File: config.mk
export PLATFORM = sky130hd
export DESIGN_NAME = note_name_to_frequency
export DESIGN_NICKNAME = d
export VERILOG_FILES = /design/src/rtl/nnf_pkg.sv /design/src/rtl/note_name_to_frequency.sv /design/src/rtl/nnf_fifo.sv /design/src/rtl/nnf_front.sv /design/src/rtl/nnf_back.sv
export SDC_FILE = /design/constraint.sdc
export NUM_CORES = 1
export LEC_CHECK = 0
export BUFFER_PORTS_ARGS = -buffer_cell sky130_fd_sc_hd__buf_2
export CELL_PAD_IN_SITES_DETAIL_PLACEMENT = 1
export CELL_PAD_IN_SITES_GLOBAL_PLACEMENT = 2
export CORE_ASPECT_RATIO = 1.5
export CORE_UTILIZATION = 40
export CTS_CLUSTER_DIAMETER = 50
export DETAILED_ROUTE_END_ITERATION = 8
export HOLD_SLACK_MARGIN = 0.03
export PLACE_DENSITY = 0.89
export SYNTH_ARGS = -nofsm -noshare
export SYNTH_HDL_FRONTEND = slang
export SYNTH_SLANG_ARGS = --single-unit
export TNS_END_PERCENT = 100
File: constraint.sdc
create_clock -name clk -period 7.45 [get_ports clk]
set_input_delay 0.745 -clock clk [delete_from_list [all_inputs] [get_ports clk]]
set_output_delay 0.745 -clock clk [all_outputs]
set_load 0.02 [all_outputs]
File: src/rtl/nnf_pkg.sv
// Shared types, status codes and pitch table for the note name to frequency block.
`default_nettype none
package nnf_pkg;

  // Result status codes
  localparam logic [1:0] ST_OK      = 2'd0;
  localparam logic [1:0] ST_INVALID = 2'd1;
  localparam logic [1:0] ST_RANGE   = 2'd2;

  // Fraction bits of the pitch table entries
  localparam int TABLE_FRAC = 24;
  localparam int TABLE_W    = 34;

  // Parsed note handed from the parser to the frequency stage
  typedef struct packed {
    logic              invalid;
    logic signed [5:0] offset;
    logic              tail_seen;
    logic              oct_neg;
    logic [7:0]        oct_val;
  } nnf_note_t;

  // 440 * 2^(r/12) Hz with 24 fraction bits
  function automatic logic [TABLE_W-1:0] pitch_entry(input logic [3:0] r);
    logic [TABLE_W-1:0] t;
    case (r)
      4'd0:    t = 34'd7381975040;
      4'd1:    t = 34'd7820930118;
      4'd2:    t = 34'd8285986824;
      4'd3:    t = 34'd8778697240;
      4'd4:    t = 34'd9300705743;
      4'd5:    t = 34'd9853754486;
      4'd6:    t = 34'd10439689219;
      4'd7:    t = 34'd11060465444;
      4'd8:    t = 34'd11718154944;
      4'd9:    t = 34'd12414952697;
      4'd10:   t = 34'd13153184201;
      4'd11:   t = 34'd13935313234;
      default: t = '0;
    endcase
    return t;
  endfunction

endpackage
`default_nettype wire

File: src/rtl/note_name_to_frequency.sv
// Top level of the note name to frequency converter.
//
// Input queue: one character a word on in_char_code, in_last marking the final
// character of a name. A word is taken when push is high and full is low.
// Result queue: one word per name, out_freq_q16 (unsigned, FRAC_BITS fraction
// bits) and out_status (ok, invalid name, semitone out of range). The oldest
// result shows while empty is low; pop takes it.
// Throughput: one character per cycle, sustained while full stays low, names back to back.
// After its last character is taken, a name's note passes from the parser to
// a small queue, then a range-check stage and a table-and-shift stage that
// ends in the output register, where its result shows.
// The parser writes into a QUEUE_DEPTH queue; the back end drains it whenever
// its output register is free, so a stalled receiver first fills the output
// register, then the range-check stage, then the queue, and only then raises
// full. No word is dropped or repeated under stalls.
// Reset (rst_n low, synchronous) empties every stage and returns the parser
// to the leading-whitespace phase; full is held high while reset is applied.
`default_nettype none
module note_name_to_frequency import nnf_pkg::*; #(
  parameter int FRAC_BITS   = 16,
  parameter int QUEUE_DEPTH = 2
) (
  input  wire logic        clk,
  input  wire logic        rst_n,
  input  wire logic        push,
  output logic             full,
  input  wire logic [7:0]  in_char_code,
  input  wire logic        in_last,
  output logic             empty,
  input  wire logic        pop,
  output logic [31:0]      out_freq_q16,
  output logic [1:0]       out_status
);

  logic      accept;
  logic      note_push, note_pop, q_full, q_empty;
  nnf_note_t note_in, note_out;
  logic      res_valid;

  assign full   = q_full || !rst_n;
  assign accept = push && !full;

  // Front: parse one character per cycle while accept is high, emit a note on the last one
  nnf_front u_front (
    .clk       (clk),
    .rst_n     (rst_n),
    .accept    (accept),
    .char_code (in_char_code),
    .last      (in_last),
    .note_push (note_push),
    .note      (note_in)
  );

  // Queue between parser and frequency stage
  nnf_fifo #(
    .WIDTH ($bits(nnf_note_t)),
    .DEPTH (QUEUE_DEPTH)
  ) u_queue (
    .clk     (clk),
    .rst_n   (rst_n),
    .wr_en   (note_push),
    .wr_data (note_in),
    .full    (q_full),
    .rd_en   (note_pop),
    .rd_data (note_out),
    .empty   (q_empty)
  );

  // Back: semitone number, range check, table lookup and shift
  nnf_back #(
    .FRAC_BITS (FRAC_BITS)
  ) u_back (
    .clk        (clk),
    .rst_n      (rst_n),
    .note_valid (!q_empty),
    .note       (note_out),
    .note_pop   (note_pop),
    .res_valid  (res_valid),
    .res_pop    (pop),
    .res_freq   (out_freq_q16),
    .res_status (out_status)
  );

  assign empty = !res_valid;

endmodule
`default_nettype wire

File: src/rtl/nnf_fifo.sv
// Small register queue between the parser and the frequency stage.
`default_nettype none
module nnf_fifo #(
  parameter int WIDTH = 18,
  parameter int DEPTH = 2
) (
  input  wire logic             clk,
  input  wire logic             rst_n,
  input  wire logic             wr_en,
  input  wire logic [WIDTH-1:0] wr_data,
  output logic                  full,
  input  wire logic             rd_en,
  output logic [WIDTH-1:0]      rd_data,
  output logic                  empty
);
  // DEPTH must be a power of two so the pointers wrap on their own (not enforced)
  localparam int AW = (DEPTH > 1) ? $clog2(DEPTH) : 1;

  logic [WIDTH-1:0] mem [DEPTH];
  logic [AW-1:0]    wr_ptr_r, rd_ptr_r;
  logic [AW:0]      count_r;
  logic             do_wr, do_rd;

  assign full    = (count_r == (AW+1)'(DEPTH));
  assign empty   = (count_r == '0);
  assign do_wr   = wr_en && !full;
  assign do_rd   = rd_en && !empty;
  assign rd_data = mem[rd_ptr_r];

  always_ff @(posedge clk) begin
    if (do_wr) begin
      mem[wr_ptr_r] <= wr_data;
    end
  end

  always_ff @(posedge clk) begin
    if (!rst_n) begin
      wr_ptr_r <= '0;
      rd_ptr_r <= '0;
      count_r  <= '0;
    end else begin
      if (do_wr) wr_ptr_r <= wr_ptr_r + 1'b1;
      if (do_rd) rd_ptr_r <= rd_ptr_r + 1'b1;
      if (do_wr && !do_rd) count_r <= count_r + 1'b1;
      else if (do_rd && !do_wr) count_r <= count_r - 1'b1;
    end
  end

endmodule
`default_nettype wire

File: src/rtl/nnf_front.sv
// Character parser: letter, accidentals and atoi-style octave, one word per name.
`default_nettype none
module nnf_front import nnf_pkg::*; (
  input  wire logic       clk,
  input  wire logic       rst_n,
  input  wire logic       accept,
  input  wire logic [7:0] char_code,
  input  wire logic       last,
  output logic            note_push,
  output nnf_note_t       note
);

  typedef enum logic [2:0] {
    PH_LEAD, PH_ACC, PH_TWS, PH_SIGN, PH_DIG, PH_DONE
  } phase_t;

  phase_t            phase_r, phase_nxt, tph;
  logic signed [5:0] off_r, off_nxt;
  logic [7:0]        oct_r, oct_nxt;
  logic              neg_r, neg_nxt;
  logic              tail_r, tail_nxt;
  logic              inv_r, inv_nxt;
  logic              do_tail, is_ws, is_dig;
  logic [7:0]        lc;
  logic [6:0]        letter;
  logic [11:0]       dig_sum;

  // {valid, semitones from A}
  function automatic logic [6:0] letter_code(input logic [7:0] c);
    logic [6:0] r;
    case (c)
      "c":     r = {1'b1, -6'sd9};
      "d":     r = {1'b1, -6'sd7};
      "e":     r = {1'b1, -6'sd5};
      "f":     r = {1'b1, -6'sd4};
      "g":     r = {1'b1, -6'sd2};
      "a":     r = {1'b1, 6'sd0};
      "b":     r = {1'b1, 6'sd2};
      default: r = '0;
    endcase
    return r;
  endfunction

  assign lc      = (char_code >= "A" && char_code <= "Z") ? char_code + 8'd32 : char_code;
  assign is_ws   = (char_code == 8'd32) || (char_code >= 8'd9 && char_code <= 8'd13);
  assign is_dig  = (char_code >= "0" && char_code <= "9");
  assign letter  = letter_code(lc);
  assign dig_sum = ({4'b0, oct_r} << 3) + ({4'b0, oct_r} << 1) + {8'b0, char_code[3:0]};

  always_comb begin
    phase_nxt = phase_r;
    off_nxt   = off_r;
    oct_nxt   = oct_r;
    neg_nxt   = neg_r;
    tail_nxt  = tail_r;
    inv_nxt   = inv_r;
    do_tail   = 1'b0;
    tph       = phase_r;
    case (phase_r)
      PH_LEAD: begin
        if (!is_ws) begin
          if (letter[6]) begin
            off_nxt   = letter[5:0];
            phase_nxt = PH_ACC;
          end else begin
            inv_nxt   = 1'b1;
            phase_nxt = PH_DONE;
          end
        end
      end
      PH_ACC: begin
        if (lc == "b") begin
          if (off_r != -6'sd32) off_nxt = off_r - 6'sd1;
        end else if (char_code == "#") begin
          if (off_r != 6'sd31) off_nxt = off_r + 6'sd1;
        end else begin
          tail_nxt = 1'b1;
          do_tail  = 1'b1;
          tph      = PH_TWS;
        end
      end
      default: do_tail = 1'b1;
    endcase

    if (do_tail) begin
      case (tph)
        PH_TWS: begin
          if (is_ws) begin
            phase_nxt = PH_TWS;
          end else if (char_code == "+" || char_code == "-") begin
            neg_nxt   = (char_code == "-");
            phase_nxt = PH_SIGN;
          end else if (is_dig) begin
            oct_nxt   = (dig_sum > 12'd255) ? 8'd255 : dig_sum[7:0];
            phase_nxt = PH_DIG;
          end else begin
            phase_nxt = PH_DONE;
          end
        end
        PH_SIGN, PH_DIG: begin
          if (is_dig) begin
            oct_nxt   = (dig_sum > 12'd255) ? 8'd255 : dig_sum[7:0];
            phase_nxt = PH_DIG;
          end else begin
            phase_nxt = PH_DONE;
          end
        end
        default: phase_nxt = phase_r;
      endcase
    end
  end

  assign note_push      = accept && last;
  assign note.invalid   = inv_nxt || (phase_nxt == PH_LEAD);
  assign note.offset    = off_nxt;
  assign note.tail_seen = tail_nxt;
  assign note.oct_neg   = neg_nxt;
  assign note.oct_val   = oct_nxt;

  always_ff @(posedge clk) begin
    if (!rst_n || (accept && last)) begin
      phase_r <= PH_LEAD;
      off_r   <= '0;
      oct_r   <= '0;
      neg_r   <= 1'b0;
      tail_r  <= 1'b0;
      inv_r   <= 1'b0;
    end else if (accept) begin
      phase_r <= phase_nxt;
      off_r   <= off_nxt;
      oct_r   <= oct_nxt;
      neg_r   <= neg_nxt;
      tail_r  <= tail_nxt;
      inv_r   <= inv_nxt;
    end
  end

endmodule
`default_nettype wire

File: src/rtl/nnf_back.sv
// Frequency stage: semitone number and range check, then table lookup and shift.
`default_nettype none
module nnf_back import nnf_pkg::*; #(
  parameter int FRAC_BITS = 16
) (
  input  wire logic        clk,
  input  wire logic        rst_n,
  input  wire logic        note_valid,
  input  wire nnf_note_t   note,
  output logic             note_pop,
  output logic             res_valid,
  input  wire logic        res_pop,
  output logic [31:0]      res_freq,
  output logic [1:0]       res_status
);
  // Extra left room so the shift is always rightward
  localparam int LSH = (FRAC_BITS > 17) ? FRAC_BITS - 17 : 0;
  localparam int WW  = TABLE_W + LSH;
  localparam int SA0 = 32 - FRAC_BITS + LSH;

  logic              s1_valid_r;
  logic [1:0]        s1_status_r;
  logic [7:0]        s1_nn_r;
  logic              out_valid_r;
  logic [31:0]       out_freq_r;
  logic [1:0]        out_status_r;
  logic              out_adv, s1_adv;

  logic signed [9:0]  oct;
  logic signed [13:0] om4, n;
  logic [1:0]         st1;
  logic [15:0]        prod;
  logic [3:0]         q, r;
  logic [5:0]         sa;
  logic [WW-1:0]      wide, shifted;
  logic [31:0]        freq;

  assign out_adv  = !out_valid_r || res_pop;
  assign s1_adv   = !s1_valid_r || out_adv;
  assign note_pop = note_valid && s1_adv;

  // n = offset + 12 * (octave - 4)
  always_comb begin
    if (!note.tail_seen) oct = 10'sd4;
    else if (note.oct_neg) oct = -$signed({2'b00, note.oct_val});
    else oct = $signed({2'b00, note.oct_val});
    om4 = 14'(oct - 10'sd4);
    n   = 14'(note.offset) + (om4 <<< 3) + (om4 <<< 2);
    if (note.invalid) st1 = ST_INVALID;
    else if (n < -14'sd96 || n > 14'sd86) st1 = ST_RANGE;
    else st1 = ST_OK;
  end

  // nn / 12 by reciprocal, exact for nn below 192
  always_comb begin
    prod    = {8'b0, s1_nn_r} * 16'd171;
    q       = prod[14:11];
    r       = 4'(s1_nn_r - ({4'b0, q} << 3) - ({4'b0, q} << 2));
    sa      = 6'(SA0) - {2'b0, q};
    wide    = WW'(pitch_entry(r)) << LSH;
    shifted = wide >> sa;
    if (|shifted[WW-1:32]) freq = 32'hFFFF_FFFF;
    else freq = shifted[31:0];
  end

  always_ff @(posedge clk) begin
    if (!rst_n) begin
      s1_valid_r  <= 1'b0;
      out_valid_r <= 1'b0;
    end else begin
      if (s1_adv) s1_valid_r <= note_valid;
      if (out_adv) out_valid_r <= s1_valid_r;
    end
  end

  always_ff @(posedge clk) begin
    if (note_pop) begin
      s1_status_r <= st1;
      s1_nn_r     <= 8'(n + 14'sd96);
    end
    if (out_adv && s1_valid_r) begin
      out_status_r <= s1_status_r;
      out_freq_r   <= (s1_status_r == ST_OK) ? freq : 32'd0;
    end
  end

  assign res_valid  = out_valid_r;
  assign res_freq   = out_freq_r;
  assign res_status = out_status_r;

endmodule
`default_nettype wire

==> results by stage, run 1 <==
Status:
- The flow ran to the end, and the final reports show no timing, DRC or antenna violations.

Logic synthesis:
- In the synthesized netlist, the number of instances is 1082.
- In the post-synthesis netlist, the biggest area contributors are edfxtp_1, ha_1, dfxtp_1.
- The number of warnings issued by yosys is 0.
- The post-synthesis net count is 1201.
- Of the total synthesized cell area, the portion taken by XOR and XNOR cells is 0.0471.
- The area fraction in compound gates after synthesis is 0.208.
- The most common cell in the synthesized netlist is nor2_1.
- The mean instance size in the synthesized netlist is 9.14 µm².
- The number of synthesized flops with an enable pin is 78.
- The netlist uses 88 different library cells.
- The post-synthesis share of cell area spent on full adders, half adders and majority gates is 0.152.
- In this run the cell area of the synthesized design comes to 0.00989 mm².
- Of the total synthesized cell area, the portion taken by AND, OR, NAND and NOR gates is 0.153.
- Of all flip-flops after synthesis, the portion carrying an async set or reset was 0.
- The largest total area in the synthesized netlist belongs to edfxtp_1.
- After synthesis, the largest family of logic cells by area is compound AO/OA/AOI/OAI gates.
- The share of synthesized area spent on multiplexers is 0.0953.
- The number of synthesized register bits is 105.
- The sequential-to-total area share from yosys stat is 0.292.
- In the synthesized netlist, the cells that appear most often are nor2_1, inv_1, nand2_1.
- The share of synthesized area in the top cell type comes to 0.237.
- For this run, the leading register cell type out of synthesis is edfxtp_1.

STA:
- Derived from the worst setup path, the maximum achievable clock frequency is 0.144 GHz.
- Headroom to the max-slew limit came out at 0.182.
- Setup repair after global routing left no endpoint under its margin.
- The final count of hold timing violations came to 0.
- The max-slew violation count was 0.
- Between clock sinks in the finished design, the worst skew comes to 0.0108 ns.
- The minimum clock period is 6.97 ns.
- Setup total negative slack on the finished layout was measured at 0 ns.
- Hold timing on the final database bottoms out at a slack of 0.481 ns.
- The total of endpoints with negative setup slack in the final report is 0.
- At the pin with the least slew margin, the transition time is 1.19 ns.
- The part of the cycle the worst path needs is 0.935.

Final layout:
- The layout cell share with drive strength beyond 1 is 0.126.
- The net count of the finished layout is 1226.
- The final standard cell area without fillers is 0.0108 mm².
- The number of non-filler instances in the completed layout is 1436.
- The number of diodes is 0.
- The area growth from synthesis to layout is 8.76%.

Clocking:
- The number of resized instances in the post-cts repair step is 0.
- The clock net sink count is 105.
- Post-CTS timing repair inserted 0 buffers for setup.
- The longest clock path from root to sink contains 2 buffers.
- The clock slew at the register clock pins of the worst setup and hold paths is 0.07 ns.
- CTS built an H-tree with a depth of 3.
- The clock insertion delay at the later pin of the skew report is 0.35 ns.
- TritonCTS built the clock tree.
- Clock tree synthesis selected as its root buffer the cell clkbuf_16.
- The number of clock buffers inserted by TritonCTS is 9.
- The number of hold buffers added after cts is 0.

Route:
- The detail route stage leaves a number of antenna-violating nets equal to 0.
- The aggregate routed wire length is 29400 µm.
- The total vias in the final route is 8585.
- The detail-routed net length per standard cell is 20.5 µm.
- The number of DRC violations after detailed-routing iteration 0 is 487.
- Dividing the detail-routed via count by the number of cells gives 5.98.
- For this run, the detailed router's first-pass iteration total came to 5.
- In the routed design, unresolved DRC markers number 0.

Job:
- The tool flagged a number of max-cap violations equal to 0.

Global routing:
- In the global route stage, overall resource usage came out at 0.242.
- For this run the aggregate overflow at the end of global routing stands at 0.
- The number of antenna violations at the first check in global routing is 0.
- The first global-routing pass estimated 47500 µm of wire.
- The via count of the first global-routing pass is 9117.
- The pin count of the biggest net entering global routing is 35.

Critical path:
- STA puts the critical path data arrival time at 7.13 ns.
- STA classifies the critical path endpoint as a flip-flop.
- Along the worst path, the maximum fanout reaches 16.
- The worst setup path is launched from a flip-flop.
- The worst setup path is of the reg2reg kind.
- The required time of the critical path is 7.62 ns.

Floorplan:
- The die extent in y is 195 µm.
- The floorplan die width is 130 µm.
- The initial utilization of the core area, before any placement, comes to 0.406.
- The core area is 0.0243 mm².
- The number of placed I/O pins is 49.
- The overall die area is 0.0254 mm².
- The number of placement rows is 70.

Placement:
- Once placement completed, the tool counted placed cells totaling 1420.
- Routability-driven placement finished with a final weighted congestion of 0.911.
- In this run the cell area measured after placement is 0.0105 mm².
- After legalization and detailed placement, the total HPWL measured 23400 µm.
- The count of input and output buffers is 48.

Hold path:
- The path category of the worst min-delay check is reg2reg.
[per-stage QoR]
stage / setup WS (ns) / util
after floorplan: 1.01 / -
after global placement: 0.397 / 0.429
after detailed placement: 0.365 / 0.429
after CTS: 0.317 / 0.441
after global routing: 0.0281 / 0.442
final: 0.485 / 0.442
[final cells by class]
cell class,count,area (µm²)
fillers,2879,13600
multi-input cells,840,6490
flip-flops and latches,105,2880
well taps,324,405
repair buffers,66,375
inverters,85,319
clock buffers,10,229
clock inverters,6,50.0
[flip-flops by register name, summed over array words and instances, names as in the netlist, named ones only]
name                flops
u_back.s1_nn_r          8
u_queue.mem            34
u_queue.wr_ptr_r        1
u_front.phase_r         3
u_back.res_status       2
u_front.oct_r           8
u_queue.count_r         2
u_front.neg_r           1
u_back.res_freq        32
u_front.tail_r          1
u_back.s1_status_r      2
u_front.inv_r           1
u_front.off_r           6
u_back.res_valid        1
u_back.s1_valid_r       1
u_queue.rd_ptr_r        1
[worst max-delay path, cell delays in order (launching register included)]
cell and delay (ns):
edfxtp_1 0.53, ha_1 0.37, fa_1 0.50, fa_1 0.53
inv_1 0.06, fa_1 0.54, inv_1 0.04, ha_1 0.20
a21o_1 0.17, a31o_1 0.28, or3_4 0.43, xnor2_1 0.13
ha_1 0.36, xor3_2 0.44, nor2_1 0.37, a21oi_1 0.24
a21oi_1 0.25, a21oi_1 0.09, mux2_2 0.28, o21ai_0 0.48
mux2i_1 0.15, a221oi_1 0.31
[worst paths after layout]
path,end,cells after the start,slack (ns),from
setup / recovery,u_back.res_freq[7],21,0.48,u_back.s1_nn_r[3]
hold / removal,u_back.res_status[1],0,0.48,u_back.s1_status_r[1]
setup reg to reg,u_back.res_freq[7],21,0.48,u_back.s1_nn_r[3]
hold reg to reg,u_back.res_status[1],0,0.48,u_back.s1_status_r[1]
[cells in the final DEF, fill, tap and decap left out, drive strengths merged, types with 7 or more instances in the layout]
cell    count
edfxtp     78
o21a       10
dfxtp      27
nand2      85
and3        7
nor2       86
fa         23
nand4       7
a21oi      83
nor4        7
mux2i      48
o211ai      7
mux2       23
o22ai       7
a21o       13
a32o        9
nor3       19
xor2       17
a211o      10
or2        10
o21ai      57
a221oi      8
clkbuf     10
ha         83
and2       10
nand2b     11
nor3b       8
o22a       10
nand3      26
a211oi     18
buf        66
inv        87
mux4        9
xnor2      27
or3        11
[routing by layer]
| metal | track usage | up-vias | share of wire |
|---|---|---|---|
| met3 | 0.0209 | 103 | 0.021 |
| met5 | 0 | - | 0 |
| met1 | 0.244 | 4218 | 0.36 |
| met4 | 0.146 | 0 | 0.064 |
| li1 | - | 4060 | - |
| met2 | 0.466 | 204 | 0.56 |
[kinds of logic after synthesis]
logic type | count (synthesis)
simple gates | 306
compound gates | 302
buf+inv | 137
fa+ha+maj | 106
flops | 105
mux | 80
xor+xnor | 46
Power of run 1 is left out: the tool's default activity adds up to more than one toggle a clock period on the data nets, which glitch-free logic cannot reach.
==> run 2: changes to the inputs <==
RECOVER_POWER = 50   (was not set)
==> run 2 against run 1 <==
  * The run now ends with max-capacitance violations, max-slew violations left
  * Maximum frequency shrank 0.11%
  * Critical path type unchanged
  * Sequential share of layout area up 0.14 points
  * Final cell count stayed put
  * Clock skew up 0.0012 ns
  * Utilization down 0.23 points
  * Register-to-register slack is essentially flat
==> results by stage, run 2 (synthesis gave the netlist of run 1 again) <==
STA:
- The max-slew violation count is 35 (was 0).
- The final count of hold timing violations was 0 (unchanged).
- The worst-case hold slack is 0.479 ns (was 0.481 ns).
- The fmax is 0.143 GHz (was 0.144 GHz).
- The total of endpoints with negative setup slack in the final report came to 0 (unchanged).
- RSZ-0062 raised after global routing: false (unchanged).
- The minimum clock period is 6.97 ns (about the same).
- The part of the cycle the worst path needs was 0.936 (was 0.935).
- The worst slew margin relative to its limit is -0.162 (was 0.182).
- The slew of the pin with the lowest slew margin is 1.74 ns (was 1.19 ns).
- The total negative slack for setup checks is 0 ns (unchanged).
- The clock skew after layout is 0.0120 ns (was 0.0108 ns).

Global routing:
- The pin count of the biggest net entering global routing is 35 (unchanged).
- The via count of the first global-routing pass came to 9117 (unchanged).
- The first-pass GRT wire length was 47500 µm (unchanged).
- The global router's overall resource usage is 0.242 (unchanged).
- The number of antenna violations at the first check in global routing came to 0 (unchanged).
- The global route total overflow is 0 (unchanged).

Route:
- The number of DRC violations after detailed-routing iteration 0 is 536 (was 487).
- The number of iterations in the first detailed-routing pass came to 5 (unchanged).
- The aggregate routed wire length is 29400 µm (about the same).
- The detail-routed net length per standard cell came to 20.5 µm (about the same).
- The DRC violations left is 0 (unchanged).
- The per-cell via count in the routed design was 5.97 (was 5.98).
- The total vias in the final route is 8566 (was 8585).
- The number of nets with antenna violations after routing is 0 (unchanged).

Floorplan:
- The overall die area is 0.0254 mm² (unchanged).
- The number of placed I/O pins came to 49 (unchanged).
- The floorplan die width is 130 µm (unchanged).
- The core area came to 0.0243 mm² (unchanged).
- The number of placement rows is 70 (unchanged).
- The die extent in y is 195 µm (unchanged).
- The effective utilization at floorplan came to 0.406 (unchanged).

Critical path:
- The kind of launch point of the worst setup path is a flip-flop (unchanged).
- The slowest cell on the critical path was fa_1 (unchanged).
- The biggest cell delay along the critical path is 0.54 ns (about the same).
- The type of the setup path with the least slack is reg2reg (unchanged).
- The arrival time at the worst endpoint is 7.14 ns (was 7.13 ns).
- The internal reg-to-reg setup slack is 0.48 ns (about the same).
- The launching instance or port of the critical path is u_back.s1_nn_r[3] (unchanged).
- The largest delay contributor family on the critical path is adder cells (unchanged).
- The worst-path maximum fanout is 16 (unchanged).
- The required time of the critical path came to 7.62 ns (about the same).
- The launch instance of the worst register-to-register path was u_back.s1_nn_r[3] (unchanged).
- The critical path buffer and inverter count is 2 (unchanged).
- Chain of cells forming the critical path: ha_1 -> fa_1 -> fa_1 -> inv_1 -> fa_1 -> inv_1 -> ha_1 -> a21o_1 -> a31o_1 -> or3_4 -> xnor2_1 -> ha_1 -> xor3_2 -> nor2_1 -> a21oi_1 -> a21oi_1 -> a21oi_1 -> mux2_2 -> o21ai_0 -> mux2i_1 -> a221oi_1 (unchanged).
- The capturing element type of the critical path was a flip-flop (unchanged).

Final layout:
- The count of filler cells inserted in the layout is 2887 (was 2879).
- Most used cells in the layout excluding fill and tap cells: nor2_1, inv_1, nand2_1 (unchanged).
- The layout cell share with drive strength beyond 1 came to 0.0890 (was 0.126).
- The number of non-filler instances in the completed layout is 1436 (unchanged).
- The register with the most flip-flops is u_queue.mem (unchanged).
- The area growth from synthesis to layout is 8.20% (was 8.76%).
- The most common cell after layout, fill and taps aside was nor2_1 (unchanged).
- The final net count was 1226 (unchanged).
- The footprint of the flip-flops and latches is 0.00288 mm² (unchanged).
- The number of diodes is 0 (unchanged).
- The area of the multi-input gates was 0.00649 mm² (unchanged).
- The number of flip-flops under the largest register name is 34 (unchanged).

Status:
- Result of the run: finished, violations left (was completed).
- The checks that failed: max-capacitance violations, max-slew violations.

Placement:
- The weighted congestion reported at the end of routability-driven placement is 0.911 (unchanged).
- The count of input and output buffers came to 48 (unchanged).
- The post-placement cell count came to 1420 (unchanged).
- The post-DP HPWL is 23400 µm (unchanged).

Hold path:
- The path category of the worst min-delay check is reg2reg (unchanged).
- The start point of the worst hold path is u_back.s1_status_r[1] (unchanged).

Clocking:
- The maximum level of the CTS H-tree is 3 (unchanged).
- The clock insertion delay at the later pin of the skew report is 0.35 ns (about the same).
- The clock slew at the register clock pins of the worst setup and hold paths is 0.07 ns (about the same).
- The setup fix buffers added after clock tree synthesis came to 0 (unchanged).
- The maximum clock path buffer count is 2 (unchanged).
- The root buffer selected by CTS is clkbuf_16 (unchanged).
- The number of clock buffers inserted by TritonCTS was 9 (unchanged).
- The clock tree from TritonCTS is built (unchanged).
- The clock net sink count is 105 (unchanged).

Job:
- The count of max-cap constraint violations was 1 (was 0).
run 2: cell types whose count changed in the layout (fill, tap and decap cells not counted), sizes merged:
cell	before	now
buf	66	26
clkbuf	10	50
run 2: path summary, 6_finish.rpt:
kind,cells after the start,endpoint
worst max-delay path,21,u_back.res_freq[7]
worst min-delay path,0,u_back.res_status[1]
worst min register to register,0,u_back.res_status[1]
worst max register to register,21,u_back.res_freq[7]
run 2: cell type report:
type | count | area share
Timing Repair Buffer | 66 | 0.0299
Multi-Input combinational cell | 840 | 0.607
Clock inverter | 6 | 0.00468
Tap cell | 324 | 0.0379
Clock buffer | 10 | 0.0214
Sequential cell | 105 | 0.270
Inverter | 85 | 0.0298
run 2: timing repair:
item,in CTS,in global routing
gates resized for setup,0,5
hold buffers,0,0
endpoints found under the setup margin,0,10
run 2: layer usage:
layer | wire, µm | track usage | part of all wire
met1 | 10500 | 0.244 | 0.36
met2 | 16500 | 0.466 | 0.56
met3 | 634 | 0.0209 | 0.022
met4 | 1830 | 0.146 | 0.062
met5 | 0 | 0 | 0
run 2: metrics by stage:
step / instance area (µm²) / utilization / setup slack, ns
final: 10700 / 0.439 / 0.477
after global routing: 10700 / 0.439 / 0.0281
after CTS: 10700 / 0.441 / 0.317
after detailed placement: 10500 / 0.429 / 0.365
after global placement: 10500 / 0.429 / 0.397
after floorplan: 9890 / - / 1.01
Power of run 2 is left out for the same reason.
